File: src/hdl/ipv4_lpm_pkg.sv
// ----------------------------------------------------------------------------
// ipv4_lpm_pkg
// Shared widths, codes, types and the prefix mask function for the
// IPv4 longest-prefix-match table.
// ----------------------------------------------------------------------------
`default_nettype none

package ipv4_lpm_pkg;

  // field widths
  localparam int ADDR_W      = 32;
  localparam int LEN_W       = 6;
  localparam int NUM_W       = 7;
  localparam int STATUS_W    = 2;
  localparam int ENTRY_W     = ADDR_W + LEN_W;
  localparam int IN_TDATA_W  = 40;
  localparam int OUT_TDATA_W = 16;

  // longest legal prefix
  localparam logic [LEN_W-1:0] MAX_LEN = 6'd32;

  // item kinds on the input tuser
  localparam logic OP_INSERT = 1'b0;
  localparam logic OP_LOOKUP = 1'b1;

  // result codes on the output tuser
  localparam logic [STATUS_W-1:0] STATUS_INSERTED = 2'd0;
  localparam logic [STATUS_W-1:0] STATUS_FULL     = 2'd1;
  localparam logic [STATUS_W-1:0] STATUS_MATCH    = 2'd2;
  localparam logic [STATUS_W-1:0] STATUS_NO_MATCH = 2'd3;

  // result of one entry compare
  typedef struct packed {
    logic             hit;   // entry matches and beats the current best
    logic [LEN_W-1:0] len;   // length of the entry compared
  } cmp_result_t;

  // mask of the top len bits; len is at most 32
  function automatic logic [ADDR_W-1:0] len_mask(input logic [LEN_W-1:0] len);
    logic [ADDR_W-1:0] ones;
    ones = '1;
    return ~(ones >> len);
  endfunction

endpackage

`default_nettype wire

File: src/hdl/ipv4_lpm_ram.sv
// ----------------------------------------------------------------------------
// ipv4_lpm_ram
// Generic simple dual-port RAM: one write port, one read port with a
// registered read.
// ----------------------------------------------------------------------------
`default_nettype none

module ipv4_lpm_ram #(
  parameter int WIDTH = 38,
  parameter int DEPTH = 64
) (
  input  wire logic                                       clk,
  input  wire logic                                       we,
  input  wire logic [((DEPTH > 1) ? $clog2(DEPTH) : 1)-1:0] waddr,
  input  wire logic [WIDTH-1:0]                           wdata,
  input  wire logic [((DEPTH > 1) ? $clog2(DEPTH) : 1)-1:0] raddr,
  output      logic [WIDTH-1:0]                           rdata
);

  logic [WIDTH-1:0] mem [DEPTH];

  // write port
  always_ff @(posedge clk) begin
    if (we) begin
      mem[waddr] <= wdata;
    end
  end

  // registered read port
  always_ff @(posedge clk) begin
    rdata <= mem[raddr];
  end

endmodule

`default_nettype wire

File: src/hdl/ipv4_lpm_cmp.sv
// ----------------------------------------------------------------------------
// ipv4_lpm_cmp
// Shared compare unit: masks the lookup address to a stored prefix length
// and tests it against the stored prefix and the current best length.
// ----------------------------------------------------------------------------
`default_nettype none

module ipv4_lpm_cmp (
  input  wire logic [ipv4_lpm_pkg::ADDR_W-1:0] addr,
  input  wire logic [ipv4_lpm_pkg::ADDR_W-1:0] entry_bits,
  input  wire logic [ipv4_lpm_pkg::LEN_W-1:0]  entry_len,
  input  wire logic [ipv4_lpm_pkg::LEN_W-1:0]  best_len,
  output      ipv4_lpm_pkg::cmp_result_t       result
);

  logic prefix_eq;

  // masked compare; zero-length entries never beat best (best >= 0)
  assign prefix_eq   = (addr & ipv4_lpm_pkg::len_mask(entry_len)) == entry_bits;
  assign result.hit  = prefix_eq && (entry_len > best_len);
  assign result.len  = entry_len;

endmodule

`default_nettype wire

File: src/hdl/ipv4_longest_prefix_match.sv
// ----------------------------------------------------------------------------
// ipv4_longest_prefix_match
// IPv4 route table with longest-prefix-match lookup.
// ----------------------------------------------------------------------------
// Insert items (tuser 0) store the top prefix_length bits of an address in
// the next free slot and return its 1-based slot number, or status "full".
// Lookup items (tuser 1) return the slot with the longest matching prefix,
// earliest slot on ties; zero-length prefixes never match. One item is
// worked at a time and s_tready is low meanwhile. An insert passes through
// the insert and result states on its way to the output register. A lookup
// has a single compare unit walk the stored entries one per cycle through
// the registered read port of the prefix RAM, then passes through the
// result state. The input opens again as the result is loaded into the
// output register. A finished result sits in the output register, so the
// next item is accepted while it waits to be taken. Stored entries have no
// reset; of the table, only the fill count is cleared.
// ----------------------------------------------------------------------------
`default_nettype none

module ipv4_longest_prefix_match #(
  parameter int MAX_ENTRIES = 64
) (
  input  wire logic                                  clk,
  input  wire logic                                  rst,
  // input items
  input  wire logic                                  s_tvalid,
  output      logic                                  s_tready,
  input  wire logic [ipv4_lpm_pkg::IN_TDATA_W-1:0]   s_tdata,  // address[31:0], prefix_length[37:32]
  input  wire logic                                  s_tuser,  // op
  // result items
  output      logic                                  m_tvalid,
  input  wire logic                                  m_tready,
  output      logic [ipv4_lpm_pkg::OUT_TDATA_W-1:0]  m_tdata,  // entry_number[6:0], matched_length[12:7]
  output      logic [ipv4_lpm_pkg::STATUS_W-1:0]     m_tuser   // status
);

  localparam int IW = (MAX_ENTRIES > 1) ? $clog2(MAX_ENTRIES) : 1;
  localparam int CW = $clog2(MAX_ENTRIES + 1);
  localparam logic [CW-1:0] LAST_COUNT = CW'(MAX_ENTRIES);

  typedef enum logic [3:0] {
    ST_IDLE   = 4'b0001,
    ST_INSERT = 4'b0010,
    ST_SCAN   = 4'b0100,
    ST_RESULT = 4'b1000
  } state_t;

  state_t state;

  // latched item
  logic [ipv4_lpm_pkg::ADDR_W-1:0] item_addr;
  logic [ipv4_lpm_pkg::LEN_W-1:0]  item_len;

  // table fill and scan
  logic [CW-1:0]                   count;
  logic [CW-1:0]                   scan_idx;
  logic                            pend;
  logic [CW-1:0]                   pend_num;
  logic [ipv4_lpm_pkg::LEN_W-1:0]  best_len;
  logic [CW-1:0]                   best_num;

  // pending result
  logic [ipv4_lpm_pkg::STATUS_W-1:0] res_status;
  logic [ipv4_lpm_pkg::NUM_W-1:0]    res_num;
  logic [ipv4_lpm_pkg::LEN_W-1:0]    res_len;

  // output register
  logic [ipv4_lpm_pkg::NUM_W-1:0]    out_num;
  logic [ipv4_lpm_pkg::LEN_W-1:0]    out_len;
  logic [ipv4_lpm_pkg::STATUS_W-1:0] out_status;

  // RAM and compare unit
  logic                              ram_we;
  logic [ipv4_lpm_pkg::ENTRY_W-1:0]  ram_wdata;
  logic [ipv4_lpm_pkg::ENTRY_W-1:0]  ram_rdata;
  ipv4_lpm_pkg::cmp_result_t         cmp;

  logic                              table_full;
  logic                              issue;
  logic                              out_free;
  logic [ipv4_lpm_pkg::LEN_W-1:0]    in_len;
  logic [31:0]                       best_num_wide;
  logic [31:0]                       ins_num_wide;

  assign s_tready   = (state == ST_IDLE);
  assign table_full = (count >= LAST_COUNT);
  assign issue      = (state == ST_SCAN) && (scan_idx < count);
  assign out_free   = !m_tvalid || m_tready;
  assign ram_we     = (state == ST_INSERT) && !table_full;
  assign ram_wdata  = {item_len, item_addr & ipv4_lpm_pkg::len_mask(item_len)};

  // saturate the incoming length to 32
  assign in_len = (s_tdata[37:32] > ipv4_lpm_pkg::MAX_LEN) ? ipv4_lpm_pkg::MAX_LEN
                                                            : s_tdata[37:32];

  // slot numbers folded to the 7-bit result field
  assign best_num_wide = 32'(best_num);
  assign ins_num_wide  = 32'(count) + 32'd1;

  ipv4_lpm_ram #(
    .WIDTH (ipv4_lpm_pkg::ENTRY_W),
    .DEPTH (MAX_ENTRIES)
  ) u_ram (
    .clk   (clk),
    .we    (ram_we),
    .waddr (count[IW-1:0]),
    .wdata (ram_wdata),
    .raddr (scan_idx[IW-1:0]),
    .rdata (ram_rdata)
  );

  ipv4_lpm_cmp u_cmp (
    .addr       (item_addr),
    .entry_bits (ram_rdata[ipv4_lpm_pkg::ADDR_W-1:0]),
    .entry_len  (ram_rdata[ipv4_lpm_pkg::ENTRY_W-1:ipv4_lpm_pkg::ADDR_W]),
    .best_len   (best_len),
    .result     (cmp)
  );

  // sequencer and fill count
  always_ff @(posedge clk) begin
    if (rst) begin
      state <= ST_IDLE;
      count <= '0;
      pend  <= 1'b0;
    end else begin
      unique case (state)
        ST_IDLE: begin
          if (s_tvalid) begin
            pend  <= 1'b0;
            state <= (s_tuser == ipv4_lpm_pkg::OP_LOOKUP) ? ST_SCAN : ST_INSERT;
          end
        end
        ST_INSERT: begin
          if (!table_full) begin
            count <= count + 1'b1;
          end
          state <= ST_RESULT;
        end
        ST_SCAN: begin
          pend <= issue;
          if (!issue && !pend) begin
            state <= ST_RESULT;
          end
        end
        ST_RESULT: begin
          if (out_free) begin
            state <= ST_IDLE;
          end
        end
        default: state <= ST_IDLE;
      endcase
    end
  end

  // item latch, scan datapath and pending result
  always_ff @(posedge clk) begin
    unique case (state)
      ST_IDLE: begin
        if (s_tvalid) begin
          item_addr <= s_tdata[31:0];
          item_len  <= in_len;
          scan_idx  <= '0;
          best_len  <= '0;
          best_num  <= '0;
        end
      end
      ST_INSERT: begin
        if (table_full) begin
          res_status <= ipv4_lpm_pkg::STATUS_FULL;
          res_num    <= '0;
        end else begin
          res_status <= ipv4_lpm_pkg::STATUS_INSERTED;
          res_num    <= ins_num_wide[ipv4_lpm_pkg::NUM_W-1:0];
        end
        res_len <= '0;
      end
      ST_SCAN: begin
        if (issue) begin
          scan_idx <= scan_idx + 1'b1;
          pend_num <= scan_idx + 1'b1;
        end
        if (pend && cmp.hit) begin
          best_len <= cmp.len;
          best_num <= pend_num;
        end
        if (!issue && !pend) begin
          res_status <= (best_len != '0) ? ipv4_lpm_pkg::STATUS_MATCH
                                         : ipv4_lpm_pkg::STATUS_NO_MATCH;
          res_num    <= best_num_wide[ipv4_lpm_pkg::NUM_W-1:0];
          res_len    <= best_len;
        end
      end
      ST_RESULT: begin
      end
      default: begin
      end
    endcase
  end

  // output register
  always_ff @(posedge clk) begin
    if (rst) begin
      m_tvalid <= 1'b0;
    end else if (state == ST_RESULT && out_free) begin
      m_tvalid <= 1'b1;
    end else if (m_tready) begin
      m_tvalid <= 1'b0;
    end
  end

  always_ff @(posedge clk) begin
    if (state == ST_RESULT && out_free) begin
      out_status <= res_status;
      out_num    <= res_num;
      out_len    <= res_len;
    end
  end

  assign m_tdata = {3'b000, out_len, out_num};
  assign m_tuser = out_status;

endmodule

`default_nettype wire

File: config.mk
export PLATFORM = sky130hd
export DESIGN_NAME = ipv4_longest_prefix_match
export DESIGN_NICKNAME = d
export VERILOG_FILES = /design/src/hdl/ipv4_lpm_pkg.sv /design/src/hdl/ipv4_lpm_ram.sv /design/src/hdl/ipv4_lpm_cmp.sv /design/src/hdl/ipv4_longest_prefix_match.sv
export SDC_FILE = /design/constraint.sdc
export NUM_CORES = 2
export LEC_CHECK = 0
export ABC_CLOCK_PERIOD_IN_PS = 7000
export BUFFER_PORTS_ARGS = -buffer_cell sky130_fd_sc_hd__buf_2
export CAP_MARGIN = 30
export CORE_MARGIN = 4
export CORE_UTILIZATION = 45
export CTS_BUF_LIST = sky130_fd_sc_hd__clkbuf_16
export DETAILED_ROUTE_END_ITERATION = 7
export SYNTH_ARGS = -nofsm -noshare
export SYNTH_HDL_FRONTEND = slang
export SYNTH_SLANG_ARGS = --single-unit
File: constraint.sdc
create_clock -name clk -period 7 [get_ports clk]
set_input_delay 0.35 -clock clk [delete_from_list [all_inputs] [get_ports clk]]
set_output_delay 0.35 -clock clk [all_outputs]
set_load 0.02 [all_outputs]
== Word-level counts from Yosys, hierarchy flattened ==
Memories as Yosys holds them, arrays and structs flattened. A register that Yosys moved wholly into a read port is not among the register bits.
Cells that the tools add are included.

* Flip-flop bits (word level): 108
* RAM bits: 2432
* Input port bits: 45
* Output and inout port bits: 20
* Word-level logic and storage cells: 92
* Memories: 1

{| class="wikitable"
|+ Memories
! name !! depth !! width !! read ports !! clocked after memory_dff !! wr ports !! line !! source
|-
| u_ram.mem || 64 || 38 || 1 || 1 || 1 || ipv4_lpm_ram.sv:20 || <nowiki>logic [WIDTH-1:0] mem [DEPTH];</nowiki>
|}

* $add $sub $neg: 3
* $lt $le $gt $ge: 4
* Equal/unequal tests: 10
* Shifts and indexed selects: 2
* Muxes and demuxes: 28
* Bitwise operators: 5
* Reductions and logical operators: 23

{| class="wikitable"
|+ Operators by type and width
! cell !! number
|-
| $and A32 B32 Y32 || 2
|-
| $not A32 Y32 || 2
|-
| $shr A32 B6 Y32 const A || 2
|-
| $pmux W7 S2 || 3
|-
| $mux W7 || 5
|-
| $eq A32 B32 Y1 || 1
|-
| $pmux W6 S2 || 2
|-
| $add A7 B1 Y7 const B || 3
|-
| $mux W6 || 3
|-
| $pmux W4 S4 || 1
|-
| $mux W4 || 3
|-
| $reduce_and A2 Y1 || 5
|-
| $reduce_and A3 Y1 || 3
|-
| $ge A7 B7 Y1 const B || 1
|-
| $lt A7 B7 Y1 || 1
|-
| $mux W1 || 7
|-
| $gt A6 B6 Y1 || 1
|-
| $gt A6 B6 Y1 const B || 1
|-
| $logic_and A1 B1 Y1 || 6
|-
| $ne A2 B2 Y1 const B || 3
|-
| $reduce_bool A2 Y1 || 3
|-
| $reduce_bool A6 Y1 || 1
|-
| $eq A4 B1 Y1 const B || 1
|-
| $eq A4 B2 Y1 const B || 1
|-
| 10 further kinds || 14
|}

== Depth between registers and ports, before layout ==
* Depth after elaboration: 8
* Mapped depth: 12

== Hierarchy ==
A second synthesis with hierarchy kept.

* Cell total of the unflattened synthesis: 4515
* Area, all modules: 98735.9 um^2

{| class="wikitable"
|+ Modules (own cells, without submodules)
! module !! times used !! cells each !! area each (um^2)
|-
| ipv4_lpm_ram || 1 || 3989 || 92939.1
|-
| ipv4_longest_prefix_match || 1 || 347 || 4574.4
|-
| ipv4_lpm_cmp || 1 || 179 || 1222.4
|}

== Least setup slack after synthesis ==
OpenSTA, ideal clock, no wires.

* Path type: register -> register
* Start: register item_len[2] (netlist bit)
* End: memory u_ram.mem[0][3] (data pin)
* Library setup time: 0.722 ns
* Arrival: 4.428 ns
* Data required time: 6.278 ns
* Setup slack: 1.850 ns
* Cell stages (with the launch flop): 5
* Path buffers: 1
* Clock period less this slack: 5.150 ns
* Cells stage by stage: edfxtp_1 > clkbuf_1 > and3_1 > o21ai_0 > a21boi_0

* Longest elaborated chain between the ends: 3

{| class="wikitable"
|+ RTL lines
! what !! line !! source
|-
| from (decl) || ipv4_longest_prefix_match.sv:52 || <nowiki>logic [ipv4_lpm_pkg::LEN_W-1:0] item_len;</nowiki>
|-
| from (signal assigned) || ipv4_longest_prefix_match.sv:162 || <nowiki>item_len <= in_len;</nowiki>
|-
| $shr A32 B6 Y32 || ipv4_lpm_pkg.sv:42 || <nowiki>return ~(ones >> len);</nowiki>
|-
| $not A32 Y32 || ipv4_lpm_pkg.sv:42 ||
|-
| $and A32 B32 Y32 || ipv4_longest_prefix_match.sv:90 || <nowiki>assign ram_wdata = {item_len, item_addr & ipv4_lpm_pkg::len_mask(item_len)};</nowiki>
|-
| named net ram_wdata (one bit) || ipv4_longest_prefix_match.sv:74 || <nowiki>logic [ipv4_lpm_pkg::ENTRY_W-1:0] ram_wdata;</nowiki>
|-
| to (decl) || ipv4_lpm_ram.sv:20 ||
|}

The timed path passes the listed nets, and every way through them passes these cells.

== Worst setup path in the final report ==
* Start: register state[3]
* End: memory u_ram.mem[50][33] (enable)

* Longest elaborated chain between the ends: 4

{| class="wikitable"
|+ RTL lines
! what !! line !! source
|-
| from (decl) || ipv4_longest_prefix_match.sv:48 || <nowiki>state_t state;</nowiki>
|-
| from (signal assigned) || ipv4_longest_prefix_match.sv:131 || <nowiki>state <= (s_tuser == ipv4_lpm_pkg::OP_LOOKUP) ? ST_SCAN : ST_INSERT;</nowiki>
|-
| $eq A4 B2 Y1 || ipv4_longest_prefix_match.sv:89 || <nowiki>assign ram_we = (state == ST_INSERT) && !table_full;</nowiki>
|-
| $logic_and A1 B1 Y1 || ipv4_longest_prefix_match.sv:89 ||
|-
| $mux W1 || ipv4_lpm_ram.sv:24 || <nowiki>if (we) begin</nowiki>
|-
| $mux W1 (implied by the code) || ipv4_lpm_ram.sv:25 || <nowiki>mem[waddr] <= wdata;</nowiki>
|}

Every way passes these cells.

==> impl_metrics.py <==
metrics = {
    "flow_run": {
        "maxCapViolations": 0,
    },
    "cts": {
        "cts_tree": "yes",
        "cts.root.buffer_cell": "clkbuf_16",
        "cts_buffers": 281,
        "htree_levels": 5,
        "clk_path_buf_depth": 4,
        "cts_setup_buffers": 0,
        "cts.sinks": 2578,
        "path_clk_slew_ns": 0.06,
        "worstSkewPairLatency_ns": 0.92,
    },
    "layout": {
        "drive_gt1_share_pct": 27.37,
        "final_cell_mix": "2527 x edfxtp_1, 653 x mux4_2, 287 x clkbuf_16",
        "fillers": 16790,
        "area_delta_synth_final_pct": 14.43,
        "final_common_cell": "edfxtp_1",
        "layoutNonFillerInstCount": 7791,
        "fin_nets": 4809,
        "final_util_pct": 51.96,
    },
    "setup_path": {
        "r2r_slack_ns": 2.81,
        "worstSetupStartpoint": "state[3]",
        "critPathKind": "register to register",
        "worst_setup_path_start_kind": "register",
        "crit_end": "u_ram.mem[50][33]",
        "r2r-start": "state[3]",
        "timing.rr.end": "u_ram.mem[50][33]",
        "worst-r2r-cell-count": 5,
        "cp-end-kind": "register",
        "required_ns": 7.52,
        "cp_max_fo": 24,
        "cp.arrival_ns": 4.71,
    },
    "sta": {
        "fin_hold_ws_ns": 0.1475,
        "max_freq_mhz": 238.8,
        "maxSlewViolCount": 0,
        "finalHoldViolations": 0,
        "tightest_slew_ns": 1.054,
        "fin_tns_setup_ns": 0,
        "finalCritPeriodShare_pct": 59.81,
        "rsz0062_at_grt": "false",
        "layout_min_cycle_time_ns": 4.187,
        "setup_viol_count_final": 0,
        "skew_ns": 0.04116,
        "slew_headroom_pct": 29.65,
        "fin_ws_ns": 2.813,
    },
    "synthesis": {
        "ys_seq_elements": 2578,
        "synth_area_per_cell_um2": 22.40,
        "yosysWarnings": 0,
        "synth_ff_type": "edfxtp_1",
        "syn_inst": 4415,
        "synthArstFlopShare_pct": 0,
        "syn-cell-area_um2": 98900,
        "synth_edf_count": 2527,
        "seq_area_frac_synth_pct": 77.76,
        "ys_types": 55,
    },
    "place": {
        "gp_congestion": 0.8786,
        "dp_hpwl_um": 146500,
        "io_buffers": 59,
        "place_inst": 7272,
        "dpl_worst_slack_ns": 2.927,
    },
    "route": {
        "route.detailed.drc": 0,
        "detail-route-antenna-nets": 0,
        "drtIter0Drc": 5562,
        "vias": 47660,
        "vias_per_cell": 6.117,
        "firstDrtPassIters": 6,
        "finalWirelength_um": 259100,
        "wire_per_inst_um": 33.26,
    },
    "floorplan": {
        "die_area_um2": 227300,
        "core_um2": 217800,
        "io_pins": 65,
        "fp-row-count": 171,
        "die_w_um": 476.8,
        "initial_core_util_pct": 45.41,
        "fp.dieH_um": 476.8,
    },
    "hold_path": {
        "min_path_cells": 2,
        "holdCritPathClass": "input pin to register",
    },
    "pwr": {
        "p_per_area_nw_per_um2": 297.3,
        "leakagePower_nw": 35.70,
        "ir_drop_v": 0.0001858,
    },
    "outcome": {
        "run_status": "finished, final reports clean",
    },
    "global_route": {
        "grt_use_total_pct": 22.63,
        "grt_overflow": 0,
        "antenna_found_initial": 13,
        "grt_max_degree": 129,
        "grt_first_pass_wirelength_um": 365700,
        "grt_pass1_vias": 47560,
    },
}
==> where the power goes <==
part           switching [W]  internal, W  total (W)  leakage (nW)
Combinational        0.00171      0.00100    0.00272          8.02
Clock                0.00570      0.00781     0.0135          4.33
Sequential          0.000155       0.0173     0.0174          23.3
Total                0.00756       0.0261     0.0336          35.7
==> worst min-delay path by stage <==
stage	start	slack, ns	to
after global placement	res_len[0]	0.41	out_len[0]
after detailed placement	res_status[0]	0.40	m_tuser[0]
after CTS	s_tdata[0]	0.07	item_addr[0]
after global routing	s_tdata[21]	0.12	item_addr[21]
final	s_tdata[4]	0.15	item_addr[4]
after floorplan	res_status[0]	0.40	m_tuser[0]
==> through the flow <==
stage / power [W] / instance area [um2]
after global routing: 0.03474 / 113200
after global placement: 0.02038 / 103700
final: 0.03365 / 113200
after CTS: 0.03389 / 113100
after detailed placement: 0.02043 / 104400
after floorplan: 0.01937 / 98910
==> synthesized netlist by cell type, drive strengths merged, types with 8 or more instances <==
cell type  number  area share (%)
nand3          25            0.13
nand4           9           0.057
and3            8           0.051
o22ai          64            0.40
ha             15            0.19
o221ai         67            0.59
dfxtp          51             1.0
nand2          74            0.28
clkbuf        118            0.45
xnor2          17            0.15
o21ai          88            0.45
mux4          653              15
nor3           11           0.056
a31oi          15           0.095
xor2           10           0.089
buf           126            0.76
nor2b          17            0.11
a211oi         22            0.17
nor2          110            0.42
nand2b         17            0.11
and2           23            0.15
edfxtp       2527              77
mux2i         144             1.5
inv            39            0.15
a21oi          83            0.42
a21boi         14            0.11
==> worst max-delay path, stage by stage, from the launching register on <==
cell and delay [ns]:
dfxtp_1 0.32, or4b_1 0.68, nor3_1 0.44, nand2_1 0.71
nor2_4 0.92, buf_4 0.64
==> flip-flops by register name (all words and copies together) (netlist names), 6 cells and up <==
| signal | count |
|---|---|
| best_len | 6 |
| best_num | 7 |
| count | 7 |
| item_addr | 32 |
| item_len | 6 |
| out_len | 6 |
| out_num | 7 |
| pend_num | 7 |
| res_len | 6 |
| res_num | 7 |
| scan_idx | 7 |
| u_ram.mem | 2432 |
| u_ram.rdata | 38 |
==> cells by family (layout without fill, tap and decap cells) <==
group                      Yosys count  after routing  synth area share (%)
adders and majority gates           15             15                0.1898
DFF                               2578           2578                 77.76
buffers and inverters              283            798                 1.352
muxes                              802            802                 16.38
other                                1              8              0.003792
and+or+nand+nor                    314            314                 1.492
AOI/OAI and AO/OA                  395            395                 2.578
xor gates and xnor gates            27             27                0.2391
==> what timing repair did <==
action                                 in CTS  in global routing
endpoints found under the hold margin      51                  0
hold buffers                               44                  0
gates resized for setup                     0                  0
==> cell type report <==
| type | count | area, um2 | area share (%) |
|---|---|---|---|
| Multi-Input combinational cell | 1556 | 21420 | 18.92 |
| Sequential cell | 2578 | 76900 | 67.95 |
| Clock buffer | 287 | 7182 | 6.346 |
| Clock inverter | 179 | 1096 | 0.9685 |
| Inverter | 39 | 151.4 | 0.1338 |
| Antenna cell | 5 | 12.51 | 0.01106 |
| Timing Repair Buffer | 293 | 2839 | 2.509 |
| Tap cell | 2854 | 3571 | 3.155 |
==> metal layers <==
metal  global-route usage, %  vias to the layer above  part of all wire [%]
met2                   35.25                     2058                    47
met3                   5.129                      356                   8.9
met1                   32.39                    25830                    41
met4                   6.461                        0                   2.7
li1                        -                    19410                     -
met5                       0                        -                     0
(Power assumes the default switching activity.)
